### src/rtl/tkbl_pkg.sv
// ----------------------------------------------------------------------------
// tkbl_pkg
// Shared types and constants for the top-k best score list: entry payload
// types, action codes and the control bundle driven into every list cell.
// ----------------------------------------------------------------------------
package tkbl_pkg;

    // default number of list cells
    localparam int DEPTH_DEFAULT = 16;

    // highest limit that the 5-bit register and the 4-bit rank can express
    localparam int LIMIT_MAX = 16;

    // fixed field widths
    localparam int SCORE_W  = 16;
    localparam int TAG_W    = 32;
    localparam int COUNT_W  = 5;
    localparam int RANK_W   = 4;
    localparam int ACTION_W = 2;

    // reset value of the limit register
    localparam logic [COUNT_W-1:0] MAX_ENTRIES_RESET = COUNT_W'(16);

    typedef logic signed [SCORE_W-1:0] t_score;
    typedef logic        [TAG_W-1:0]   t_tag;

    // action codes of an input transfer
    typedef enum logic [ACTION_W-1:0] {
        ACT_INSERT = 2'd0,
        ACT_CLEAR  = 2'd1,
        ACT_DUMP   = 2'd2,
        ACT_NOP    = 2'd3
    } t_action;

    // per-cycle command broadcast to all cells
    typedef struct packed {
        logic insert;   // place the new entry, shift the tail right
        logic rotate;   // move held entries one rank toward the head, head wraps
    } t_cell_ctrl;

endpackage

### src/rtl/tkbl_cell.sv
// ----------------------------------------------------------------------------
// tkbl_cell
// One rank of the sorted list. Compares its entry with the incoming score,
// and on an insert keeps, takes the new entry or takes its left neighbor.
// During a dump it takes its right neighbor, the tail cell takes the head.
// ----------------------------------------------------------------------------
module tkbl_cell (
    input  logic                 i_clk,
    input  tkbl_pkg::t_cell_ctrl i_ctrl,
    input  logic                 i_in_list,
    input  logic                 i_is_tail,
    input  logic                 i_prev_ge,
    input  tkbl_pkg::t_score     i_new_score,
    input  tkbl_pkg::t_tag       i_new_tag,
    input  tkbl_pkg::t_score     i_left_score,
    input  tkbl_pkg::t_tag       i_left_tag,
    input  tkbl_pkg::t_score     i_right_score,
    input  tkbl_pkg::t_tag       i_right_tag,
    input  tkbl_pkg::t_score     i_head_score,
    input  tkbl_pkg::t_tag       i_head_tag,
    output logic                 o_ge,
    output tkbl_pkg::t_score     o_score,
    output tkbl_pkg::t_tag       o_tag
);

    tkbl_pkg::t_score r_score;
    tkbl_pkg::t_tag   r_tag;

    // held entry ranks ahead of the new one (ties keep arrival order)
    assign o_ge = i_in_list && (r_score >= i_new_score);

    // entry update
    always_ff @(posedge i_clk) begin
        if (i_ctrl.insert) begin
            if (!o_ge) begin
                if (i_prev_ge) begin
                    r_score <= i_new_score;
                    r_tag   <= i_new_tag;
                end else begin
                    r_score <= i_left_score;
                    r_tag   <= i_left_tag;
                end
            end
        end else if (i_ctrl.rotate && i_in_list) begin
            if (i_is_tail) begin
                r_score <= i_head_score;
                r_tag   <= i_head_tag;
            end else begin
                r_score <= i_right_score;
                r_tag   <= i_right_tag;
            end
        end
    end

    assign o_score = r_score;
    assign o_tag   = r_tag;

endmodule

### src/rtl/top_k_best_score_list.sv
// ----------------------------------------------------------------------------
// top_k_best_score_list
// Sorted list of the best scored entries, built as a chain of list cells.
// ----------------------------------------------------------------------------
// The single result of an insert, clear or no-op action is valid in the cycle
// after the input transfer and sits in an output register. A new input
// transfer is taken only when that register is empty or its result leaves in
// the same cycle, so with the output always ready these actions follow one
// another in consecutive cycles. An insert is done by all cells at once: each
// compares with the new score and keeps, loads or shifts. A dump of N held
// entries gives N results, one per output transfer, and takes no input
// meanwhile: the chain rotates one rank per result so the head cell always
// carries the next entry, and after N steps the list is back in its original
// order. The first dump result passes the dump state and then the output
// register, and the input is held off until the last result has been loaded.
// An empty dump gives one result, timed like an insert.
module top_k_best_score_list #(
    parameter int DEPTH = tkbl_pkg::DEPTH_DEFAULT
) (
    input  logic                                i_clk,
    input  logic                                i_rst_n,
    // configuration
    input  logic                                i_cfg_wr_en,
    input  logic [tkbl_pkg::COUNT_W-1:0]        i_cfg_wr_data,
    // input channel
    input  logic                                i_in_valid,
    output logic                                o_in_ready,
    input  logic [tkbl_pkg::ACTION_W-1:0]       i_action,
    input  logic signed [tkbl_pkg::SCORE_W-1:0] i_score,
    input  logic [tkbl_pkg::TAG_W-1:0]          i_tag,
    // output channel
    output logic                                o_out_valid,
    input  logic                                i_out_ready,
    output logic                                o_accepted,
    output logic [tkbl_pkg::RANK_W-1:0]         o_position,
    output logic                                o_entry_valid,
    output logic signed [tkbl_pkg::SCORE_W-1:0] o_out_score,
    output logic [tkbl_pkg::TAG_W-1:0]          o_out_tag,
    output logic [tkbl_pkg::COUNT_W-1:0]        o_count,
    output logic                                o_last
);

    localparam int CAP   = (DEPTH < tkbl_pkg::LIMIT_MAX) ? DEPTH : tkbl_pkg::LIMIT_MAX;
    localparam int PW    = $clog2(DEPTH + 1);
    localparam int IW    = $clog2(DEPTH + 1);
    localparam int CW    = (IW > tkbl_pkg::COUNT_W) ? IW : tkbl_pkg::COUNT_W;

    typedef enum logic {
        ST_IDLE,
        ST_DUMP
    } t_state;

    t_state                          r_state, n_state;
    logic [tkbl_pkg::COUNT_W-1:0]    r_max_entries;
    logic [tkbl_pkg::COUNT_W-1:0]    r_count, n_count;
    logic [tkbl_pkg::RANK_W-1:0]     r_dump_idx, n_dump_idx;
    logic                            r_out_valid, n_out_valid;
    logic                            r_accepted, n_accepted;
    logic [tkbl_pkg::RANK_W-1:0]     r_position, n_position;
    logic                            r_entry_valid, n_entry_valid;
    tkbl_pkg::t_score                r_out_score, n_out_score;
    tkbl_pkg::t_tag                  r_out_tag, n_out_tag;
    logic [tkbl_pkg::COUNT_W-1:0]    r_res_count, n_res_count;
    logic                            r_last, n_last;

    logic                            w_load;
    logic                            w_accept;
    tkbl_pkg::t_cell_ctrl            w_ctrl;
    logic [tkbl_pkg::COUNT_W-1:0]    w_limit;
    logic [tkbl_pkg::COUNT_W-1:0]    w_newn;
    logic [PW-1:0]                   w_pos;
    logic                            w_keep;
    logic                            w_dump_last;
    logic [DEPTH-1:0]                w_ge;
    logic [DEPTH:0]                  w_ge_ext;
    logic [DEPTH-1:0]                w_in_list;
    logic [DEPTH-1:0]                w_tail;
    tkbl_pkg::t_score                w_cell_score [DEPTH];
    tkbl_pkg::t_tag                  w_cell_tag   [DEPTH];

    // output slot can take a new result this cycle
    assign w_load     = !r_out_valid || i_out_ready;
    assign o_in_ready = (r_state == ST_IDLE) && w_load;
    assign w_accept   = i_in_valid && o_in_ready;

    assign w_ctrl.insert = w_accept && (i_action == tkbl_pkg::ACT_INSERT);
    assign w_ctrl.rotate = (r_state == ST_DUMP) && w_load;

    // effective limit: zero acts as one, saturate at the cap
    always_comb begin
        if (r_max_entries == '0) begin
            w_limit = tkbl_pkg::COUNT_W'(1);
        end else if (r_max_entries > tkbl_pkg::COUNT_W'(CAP)) begin
            w_limit = tkbl_pkg::COUNT_W'(CAP);
        end else begin
            w_limit = r_max_entries;
        end
    end

    // list length after an insert
    assign w_newn = ((r_count + 1'b1) > w_limit) ? w_limit : (r_count + 1'b1);

    // rank of the new entry: first cell whose entry does not rank ahead
    assign w_ge_ext = {1'b0, w_ge};
    always_comb begin
        w_pos = '0;
        for (int i = 0; i < DEPTH; i++) begin
            if (w_ge_ext[i] && !w_ge_ext[i+1]) begin
                w_pos = w_pos | PW'(i + 1);
            end
        end
    end

    assign w_keep      = CW'(w_pos) < CW'(w_newn);
    assign w_dump_last = ({1'b0, r_dump_idx} == (r_count - 1'b1));

    // chain of list cells
    for (genvar g = 0; g < DEPTH; g++) begin : g_cell
        tkbl_pkg::t_score l_score, rt_score;
        tkbl_pkg::t_tag   l_tag, rt_tag;
        logic             l_prev_ge;

        assign w_in_list[g] = CW'(g) < CW'(r_count);
        assign w_tail[g]    = CW'(g + 1) == CW'(r_count);

        if (g == 0) begin : g_head
            assign l_prev_ge = 1'b1;
            assign l_score   = i_score;
            assign l_tag     = i_tag;
        end else begin : g_body
            assign l_prev_ge = w_ge[g-1];
            assign l_score   = w_cell_score[g-1];
            assign l_tag     = w_cell_tag[g-1];
        end

        if (g == DEPTH - 1) begin : g_end
            assign rt_score = w_cell_score[0];
            assign rt_tag   = w_cell_tag[0];
        end else begin : g_mid
            assign rt_score = w_cell_score[g+1];
            assign rt_tag   = w_cell_tag[g+1];
        end

        tkbl_cell u_cell (
            .i_clk        (i_clk),
            .i_ctrl       (w_ctrl),
            .i_in_list    (w_in_list[g]),
            .i_is_tail    (w_tail[g]),
            .i_prev_ge    (l_prev_ge),
            .i_new_score  (i_score),
            .i_new_tag    (i_tag),
            .i_left_score (l_score),
            .i_left_tag   (l_tag),
            .i_right_score(rt_score),
            .i_right_tag  (rt_tag),
            .i_head_score (w_cell_score[0]),
            .i_head_tag   (w_cell_tag[0]),
            .o_ge         (w_ge[g]),
            .o_score      (w_cell_score[g]),
            .o_tag        (w_cell_tag[g])
        );
    end

    // sequencer next state and result fields
    always_comb begin
        n_state       = r_state;
        n_count       = r_count;
        n_dump_idx    = r_dump_idx;
        n_out_valid   = r_out_valid && !i_out_ready;
        n_accepted    = r_accepted;
        n_position    = r_position;
        n_entry_valid = r_entry_valid;
        n_out_score   = r_out_score;
        n_out_tag     = r_out_tag;
        n_res_count   = r_res_count;
        n_last        = r_last;

        case (r_state)
            ST_IDLE: begin
                if (w_accept) begin
                    n_out_valid   = 1'b1;
                    n_accepted    = 1'b0;
                    n_position    = '0;
                    n_entry_valid = 1'b0;
                    n_out_score   = '0;
                    n_out_tag     = '0;
                    n_last        = 1'b1;
                    n_res_count   = r_count;
                    case (tkbl_pkg::t_action'(i_action))
                        tkbl_pkg::ACT_INSERT: begin
                            n_count     = w_newn;
                            n_res_count = w_newn;
                            n_accepted  = w_keep;
                            n_position  = w_keep ? tkbl_pkg::RANK_W'(w_pos) : '0;
                        end
                        tkbl_pkg::ACT_CLEAR: begin
                            n_count     = '0;
                            n_res_count = '0;
                        end
                        tkbl_pkg::ACT_DUMP: begin
                            if (r_count != '0) begin
                                n_out_valid = 1'b0;
                                n_dump_idx  = '0;
                                n_state     = ST_DUMP;
                            end
                        end
                        default: begin
                            n_res_count = r_count;
                        end
                    endcase
                end
            end
            ST_DUMP: begin
                if (w_load) begin
                    n_out_valid   = 1'b1;
                    n_accepted    = 1'b0;
                    n_position    = r_dump_idx;
                    n_entry_valid = 1'b1;
                    n_out_score   = w_cell_score[0];
                    n_out_tag     = w_cell_tag[0];
                    n_res_count   = r_count;
                    n_last        = w_dump_last;
                    n_dump_idx    = r_dump_idx + 1'b1;
                    if (w_dump_last) begin
                        n_state = ST_IDLE;
                    end
                end
            end
            default: begin
                n_state = ST_IDLE;
            end
        endcase
    end

    // state, count and output register
    always_ff @(posedge i_clk) begin
        if (!i_rst_n) begin
            r_state     <= ST_IDLE;
            r_count     <= '0;
            r_out_valid <= 1'b0;
            r_dump_idx  <= '0;
        end else begin
            r_state     <= n_state;
            r_count     <= n_count;
            r_out_valid <= n_out_valid;
            r_dump_idx  <= n_dump_idx;
        end
        r_accepted    <= n_accepted;
        r_position    <= n_position;
        r_entry_valid <= n_entry_valid;
        r_out_score   <= n_out_score;
        r_out_tag     <= n_out_tag;
        r_res_count   <= n_res_count;
        r_last        <= n_last;
    end

    // limit register
    always_ff @(posedge i_clk) begin
        if (!i_rst_n) begin
            r_max_entries <= tkbl_pkg::MAX_ENTRIES_RESET;
        end else if (i_cfg_wr_en) begin
            r_max_entries <= i_cfg_wr_data;
        end
    end

    assign o_out_valid   = r_out_valid;
    assign o_accepted    = r_accepted;
    assign o_position    = r_position;
    assign o_entry_valid = r_entry_valid;
    assign o_out_score   = r_out_score;
    assign o_out_tag     = r_out_tag;
    assign o_count       = r_res_count;
    assign o_last        = r_last;

`ifndef SYNTHESIS
    // list never grows past the cap
    a_count_cap: assert property (@(posedge i_clk) disable iff (!i_rst_n)
        r_count <= tkbl_pkg::COUNT_W'(CAP))
        else $error("list count exceeds cap");

    // no input transfer while a dump is streaming
    a_no_accept_in_dump: assert property (@(posedge i_clk) disable iff (!i_rst_n)
        (r_state == ST_DUMP) |-> !o_in_ready)
        else $error("input taken during dump");

    // a kept insert or a dump result lands inside the list
    a_rank_in_list: assert property (@(posedge i_clk) disable iff (!i_rst_n)
        (o_out_valid && (o_accepted || o_entry_valid)) |->
            ({1'b0, o_position} < o_count))
        else $error("result rank outside list");

    // a dump result is followed by another unless it was the last
    a_dump_continues: assert property (@(posedge i_clk) disable iff (!i_rst_n)
        (o_out_valid && i_out_ready && o_entry_valid && !o_last) |=>
            (r_state == ST_DUMP || o_out_valid))
        else $error("dump stream ended early");
`endif

endmodule

### config.mk
export PLATFORM = sky130hd
export DESIGN_NAME = top_k_best_score_list
export DESIGN_NICKNAME = d
export VERILOG_FILES = /design/src/rtl/tkbl_pkg.sv /design/src/rtl/tkbl_cell.sv /design/src/rtl/top_k_best_score_list.sv
export SDC_FILE = /design/constraint.sdc
export NUM_CORES = 2
export LEC_CHECK = 0
export ABC_CLOCK_PERIOD_IN_PS = 11200
export BUFFER_PORTS_ARGS = -buffer_cell sky130_fd_sc_hd__clkbuf_2
export CORE_MARGIN = 1.5
export CORE_UTILIZATION = 55
export DETAILED_ROUTE_END_ITERATION = 10
export MAX_ROUTING_LAYER = met4
export PLACE_DENSITY = 0.8
export SYNTH_ARGS = -nofsm -noshare
export SYNTH_HDL_FRONTEND = slang
export SYNTH_HIERARCHICAL = 1
export SYNTH_SLANG_ARGS = --single-unit
### constraint.sdc
create_clock -name i_clk -period 11.2 [get_ports i_clk]
set_input_delay 0 -clock i_clk [delete_from_list [all_inputs] [get_ports i_clk]]
set_output_delay 0 -clock i_clk [all_outputs]
set_load 0.02 [all_outputs]
After elaboration in Yosys (flattened, before gate mapping)

Cells that the tools add are included.

Add/sub/neg operators: 3
Order comparisons: 35
Equality and inequality tests: 39
Mux-type cells: 216
Bitwise gates (word level): 1
Reductions and logical operators: 108

Operator list:

| kind                 | count |
|---|---|
| $mux W32             | 80 |
| $mux W16             | 80 |
| $ge A16 B16 Y1       | 16 |
| $mux W4              | 16 |
| $pmux W32 S2         | 1 |
| $logic_and A1 B1 Y1  | 52 |
| $eq A4 B5 Y1 const A | 8 |
| $lt A4 B5 Y1 const A | 8 |
| $ne A2 B2 Y1 const B | 17 |
| $reduce_and A2 Y1    | 17 |
| $pmux W16 S2         | 1 |
| $reduce_bool A2 Y1   | 16 |
| $mux W5              | 6 |
| $eq A3 B5 Y1 const A | 4 |
| $lt A3 B5 Y1 const A | 4 |
| $pmux W5 S2          | 2 |
| $logic_not A1 Y1     | 17 |
| $mux W1              | 17 |
| $pmux W4 S2          | 2 |
| $mux W3              | 4 |
| $eq A2 B5 Y1 const A | 2 |
| $lt A1 B5 Y1 const A | 2 |
| $lt A2 B5 Y1 const A | 2 |
| $pmux W1 S2          | 5 |
| other kinds (19)     | 23 |

Flip-flop bits (word level): 844
Input port bits: 60
Output and inout bits: 62
Word-level logic and storage cells: 446

Depth between registers and ports, before layout

Word-level depth: 25
Mapped depth: 16
Mapped depth without buffers: 16

By module

Netlist, hierarchy kept.

By module, submodules not included:

| module                           | instances | cells an instance | area each (um^2) | sequential area each (um^2) |
|---|---|---|---|---|
| tkbl_cell (g_cell[0].u_cell ...) | 9         | 333               | 3402.0           | 1441.4 |
| tkbl_cell (g_cell[3].u_cell ...) | 7         | 332               | 3398.3           | 1441.4 |
| top_k_best_score_list            | 1         | 368               | 3992.6           | 2122.0 |

Worst setup path before layout

Ideal clock, no wire load.

Path kind: register to register
Start: register r_out_valid (netlist: o_out_valid)
End: register g_cell[3].u_cell.r_score[0] (enable)
Library setup time: 0.527 ns
Arrival: 5.418 ns
Data required time: 10.673 ns
Path slack: 5.255 ns
Stages on the path, launching flop included: 7
Buffers on the path: 1
Cell sequence: dfxtp_1 > nand2b_4 > nand3b_4 > nor3_1 > clkbuf_1 > inv_1 > o311ai_1

RTL lines:

| item                     | line                         | RTL |
|---|---|---|
| start: declaration       | top_k_best_score_list.sv:57  | `logic r_out_valid, n_out_valid;` |
| start signal: assignment | top_k_best_score_list.sv:245 | `r_out_valid <= n_out_valid;` |
| end signal: assignment   | tkbl_cell.sv:37              | `r_score <= i_new_score;` |
| end signal: assignment   | tkbl_cell.sv:40              | `r_score <= i_left_score;` |
| end signal: assignment   | tkbl_cell.sv:46              | `r_score <= i_head_score;` |
| end: declaration         | tkbl_cell.sv:26              | `tkbl_pkg::t_score r_score;` |

Worst setup path in the final report

Start: register g_cell[3].u_cell.r_score[15]
End: register r_position, in the netlist o_position[2], data pin

Cells in the longest elaborated chain, start to end: 23

Ends and longest elaborated chain:

| item                          | line                         | RTL |
|---|---|---|
| $ge A16 B16 Y1 *              | tkbl_cell.sv:30              | `assign o_ge = i_in_list && (r_score >= i_new_score);` |
| $logic_and A1 B1 Y1 *         | tkbl_cell.sv:30              |  |
| named net g_cell[4].l_prev_ge | top_k_best_score_list.sv:121 | `logic l_prev_ge;` |
| $logic_not A1 Y1              | -                            |  |
| $logic_and A1 B1 Y1           | top_k_best_score_list.sv:108 | `if (w_ge_ext[i] && !w_ge_ext[i+1]) begin` |
| $mux W2                       | top_k_best_score_list.sv:108 |  |
| $mux W3 * (4 in a row)        | top_k_best_score_list.sv:108 |  |
| $mux W4 * (8 in a row)        | top_k_best_score_list.sv:108 |  |
| $mux W5 *                     | top_k_best_score_list.sv:108 |  |
| $lt A5 B5 Y1                  | top_k_best_score_list.sv:114 | `assign w_keep = CW'(w_pos) < CW'(w_newn);` |
| $mux W4 *                     | top_k_best_score_list.sv:194 | `n_position = w_keep ? tkbl_pkg::RANK_W'(w_pos) : '0;` |
| $mux W4 *                     | top_k_best_score_list.sv:189 | `case (tkbl_pkg::t_action'(i_action))` |
| $mux W4 *                     | top_k_best_score_list.sv:180 | `if (w_accept) begin` |
| $pmux W4 S2 *                 | top_k_best_score_list.sv:178 | `case (r_state)` |
| named net n_position, one bit | top_k_best_score_list.sv:59  | `logic [tkbl_pkg::RANK_W-1:0] r_position, n_position;` |
| end signal: assignment        | top_k_best_score_list.sv:249 | `r_position <= n_position;` |
| end: declaration              | top_k_best_score_list.sv:59  |  |

Mark *: on every way through the listed nets, which the timed path passes. The rest lies on a longest branch. The select of a mux whose other input is x is not followed.
A chain may end at the register's enable or synchronous reset.

==> metrics.md <==
| Metric | Value |
|---|---|
| Outcome | finished clean |
| Net Count, Synth | 6020 |
| Crit-path slowest cell | buf_4 |
| Pin count of the biggest net entering global routing | 248 |
| Max-slew violations | 0 |
| Hold slack | 0.0424 ns |
| Die Width | 329 microns |
| Most frequent cells in the layout | a21oi_1 (897), edfxtp_1 (828), nor2b_1 (793), a211oi_1 (775), mux2i_1 (773) |
| Crit-path cells | ha_1 -> nand4_1 -> or3_4 -> o31ai_1 -> nand4b_1 -> nor3b_2 -> buf_4 -> inv_1 -> a211o_4 -> or4b_4 -> ha_1 -> a211oi_1 -> o21ai_1 -> nor4_4 -> o22ai_1 -> nor2_1 |
| Core area | 105000 sq um |
| Vias per cell | 6.82 |
| Post-Route WL | 192 mm |
| CTS tree | built |
| Synthesized area per cell | 10.3 sq um |
| Non-Filler Instances | 7087 |
| CP Data Arrival Time | 6.25 ns |
| Register area | 25200 sq um |
| Synth Register Bits | 844 |
| Reg2Reg Setup Slack | 5.54 ns |
| Setup CP Type | flop to flop |
| Detailed Place HPWL | 114 mm |
| Area grow syn2layout | 9.31% |
| Commonest non-fill, non-tap cell in the layout | a21oi_1 |
| Mapped Cells | 5689 |
| Cts repair resizes | 0 |
| Final worst-path setup slack | 5.54 ns |
| Clk_skew | 0.0599 ns |
| Via Count | 48400 |
| Post-synth cell types | 71 |
| Static Leakage | 21.4 nW |
| CTS clk-pin slew, worst paths | 0.07 ns |
| Clock buffer depth | 3 |
| Initial DRT Pass Iterations | 6 |
| Initial antenna violation count | 13 |
| First-pass GRT wire length | 285 mm |
| Final Hold Viols | 0 |
| Crit path max fanout | 26 |
| ANT nets after route | 0 |
| Fin crit share | 50.5% |
| Crit start category | flop |
| Residual DRC | 0 |
| Peak supply drop | 0.125 mV |
| CTS sink cnt | 844 |
| CP dominant cell by count | ha_1 |
| Port bufs | 121 |
| Placed Cells | 6856 |
| Multi-input logic area | 30800 sq um |
| Worst path max stage delay | 0.71 ns |
| Site Rows | 119 |
| Gpl congestion | 0.939 |
| Total grt overflow | 0 |
| Clk Tree Root Cell | clkbuf_16 |
| Fmax | 177 MHz |
| Pre-CTS setup slack | 5.40 ns |
| Post-layout min period | 5.66 ns |
| Clock Latency Late Sink | 0.73 ns |
| Pwr dens | 127 nW/um^2 |
| FF-to-FF path depth | 16 |
| Final Setup Violations | 0 |
| Starting Density | 55.5% |
| Reg-to-Reg End | o_position[2] |
| Post-synthesis instance area | 58400 sq um |
| Slew @ Worst Pin | 1.19 ns |
| Sequential-to-total area share from yosys stat | 43.1% |
| Synth warnings | 6 |
| Nets@finish | 5947 |
| Max Cap Viol | 0 |
| Setup crit end kind | flop |
| Hold WC Path Type | input pin to flop |
| Worst path required time | 11.79 ns |
| FILL cells | 8369 |
| Gr usage total | 35.5% |
| Die area | 108000 sq um |
| H-tree levels | 3 |
| Iter 0 DRT Violations | 6797 |
| Boundary Pins | 122 |
| R2R Path Start | g_cell[3].u_cell/o_score[15] |
| Crit path to | o_position[2] |
| Unrepaired setup endpoints after global routing | no |
| Die height | 329 microns |
| Slew margin rel. | 20.5% |
| Main flop type after synthesis | edfxtp_1 |
| Setup tns final | 0 ns |
| Crit path from | g_cell[3].u_cell/o_score[15] |
| Wire per inst | 27.0 microns |
| Share of layout cells above drive strength 1 | 8.04% |
| Vias in the first global route | 45500 |
| Post-synth EDFFs | 828 |
| CTS Buf Count | 95 |
| FFs w/ async S/R, synth | 0% |
## state kept, by name, summed over array words and instances (netlist names)
signal	count
g_cell.u_cell/o_score	256
g_cell.u_cell/o_tag	512
o_accepted	1
o_count	5
o_entry_valid	1
o_last	1
o_out_score	16
o_out_tag	32
o_out_valid	1
o_position	4
r_count	5
r_dump_idx	4
r_max_entries	5
r_state	1
## synth_stat cells (all sizes together) (32+ instances only)
cell type    n  area (sq um)
a21oi      899          4510
edfxtp     828         24900
nor2b      794          4970
a211oi     775          5820
mux2i      773          7740
clkbuf     377          1420
inv        304          1140
ha         271          3390
nand2      101           379
buf         73           342
nand4       59           425
and2        52           325
o21ai       35           175
nor2        32           120
## layout make-up
cell class | instances | share of cell area, %
tap | 1391 | 2.73
inverter | 304 | 1.79
clock buffer | 113 | 3.86
sequential | 844 | 39.5
timing repair buffer | 280 | 3.13
clock inverter | 50 | 0.733
antenna | 14 | 0.0549
multi-input combinational | 4091 | 48.3
## kinds of logic (layout without fill, tap and decap cells)
logic type | after synthesis | count (layout) | share of synthesized area (%)
AND/OR/NAND/NOR | 1156 | 1156 | 12.2
XOR/XNOR | 9 | 9 | 0.135
AO/OA/AOI/OAI | 1872 | 1872 | 20.4
multiplexers | 782 | 782 | 13.4
flip-flops | 844 | 844 | 43.1
buffers and inverters | 754 | 747 | 4.96
adder cells (fa/ha/maj) | 271 | 271 | 5.81
other | 1 | 15 | 0.00642
## per-stage QoR
stage	utilization (%)	power, W	area (sq um)
after detailed placement	57.3	0.00507	60300
final	60.6	0.00813	63800
after global placement	57.3	0.00503	60300
after floorplan	-	0.00465	58400
after global routing	60.6	0.00837	63800
after CTS	60.6	0.00810	63800
## metal layers
layer / GRT usage [%] / wire (microns) / vias up / share of wire (%)
met2: 52.3 / 84400 / 3023 / 44
met4: 17.1 / 10200 / 0 / 5.3
li1: - / - / 21400 / -
met3: 7.00 / 22000 / 557 / 12
met5: - / 0 / - / 0
met1: 46.9 / 75000 / 23400 / 39
## what timing repair did
| action | in CTS | in global routing |
|---|---|---|
| hold endpoints to repair | 367 | 0 |
| hold buffers | 54 | 0 |
| setup buffers | 0 | 0 |
## where the power goes
| group | switching [W] | internal [W] | leakage, nW |
|---|---|---|---|
| Combinational | 0.000779 | 0.000441 | 12.2 |
| Clock | 0.00138 | 0.00167 | 1.42 |
| Sequential | 0.000154 | 0.00371 | 7.79 |
## how the worst min path moves through the flow
stage | start | endpoint | depth (start not counted)
6_report | i_tag[10] | g_cell[15].u_cell/o_tag[10] | 3
5_1_grt | i_tag[10] | g_cell[15].u_cell/o_tag[10] | 3
4_1_cts | i_tag[10] | g_cell[15].u_cell/o_tag[10] | 3
3_5_place_dp | i_cfg_wr_data[4] | r_max_entries[4] | 3
3_3_place_gp | i_cfg_wr_data[4] | r_max_entries[4] | 3
2_1_floorplan | i_cfg_wr_data[4] | r_max_entries[4] | 2
## critical path, delay by kind of cell, from the launching register on
family          cells  cell delay [ns]
compound gates      5             1.47
fa+ha+maj           2             0.58
buf+inv             2             0.84
simple gates        7             2.26
flops               1             0.42
(Power assumes the default switching activity.)
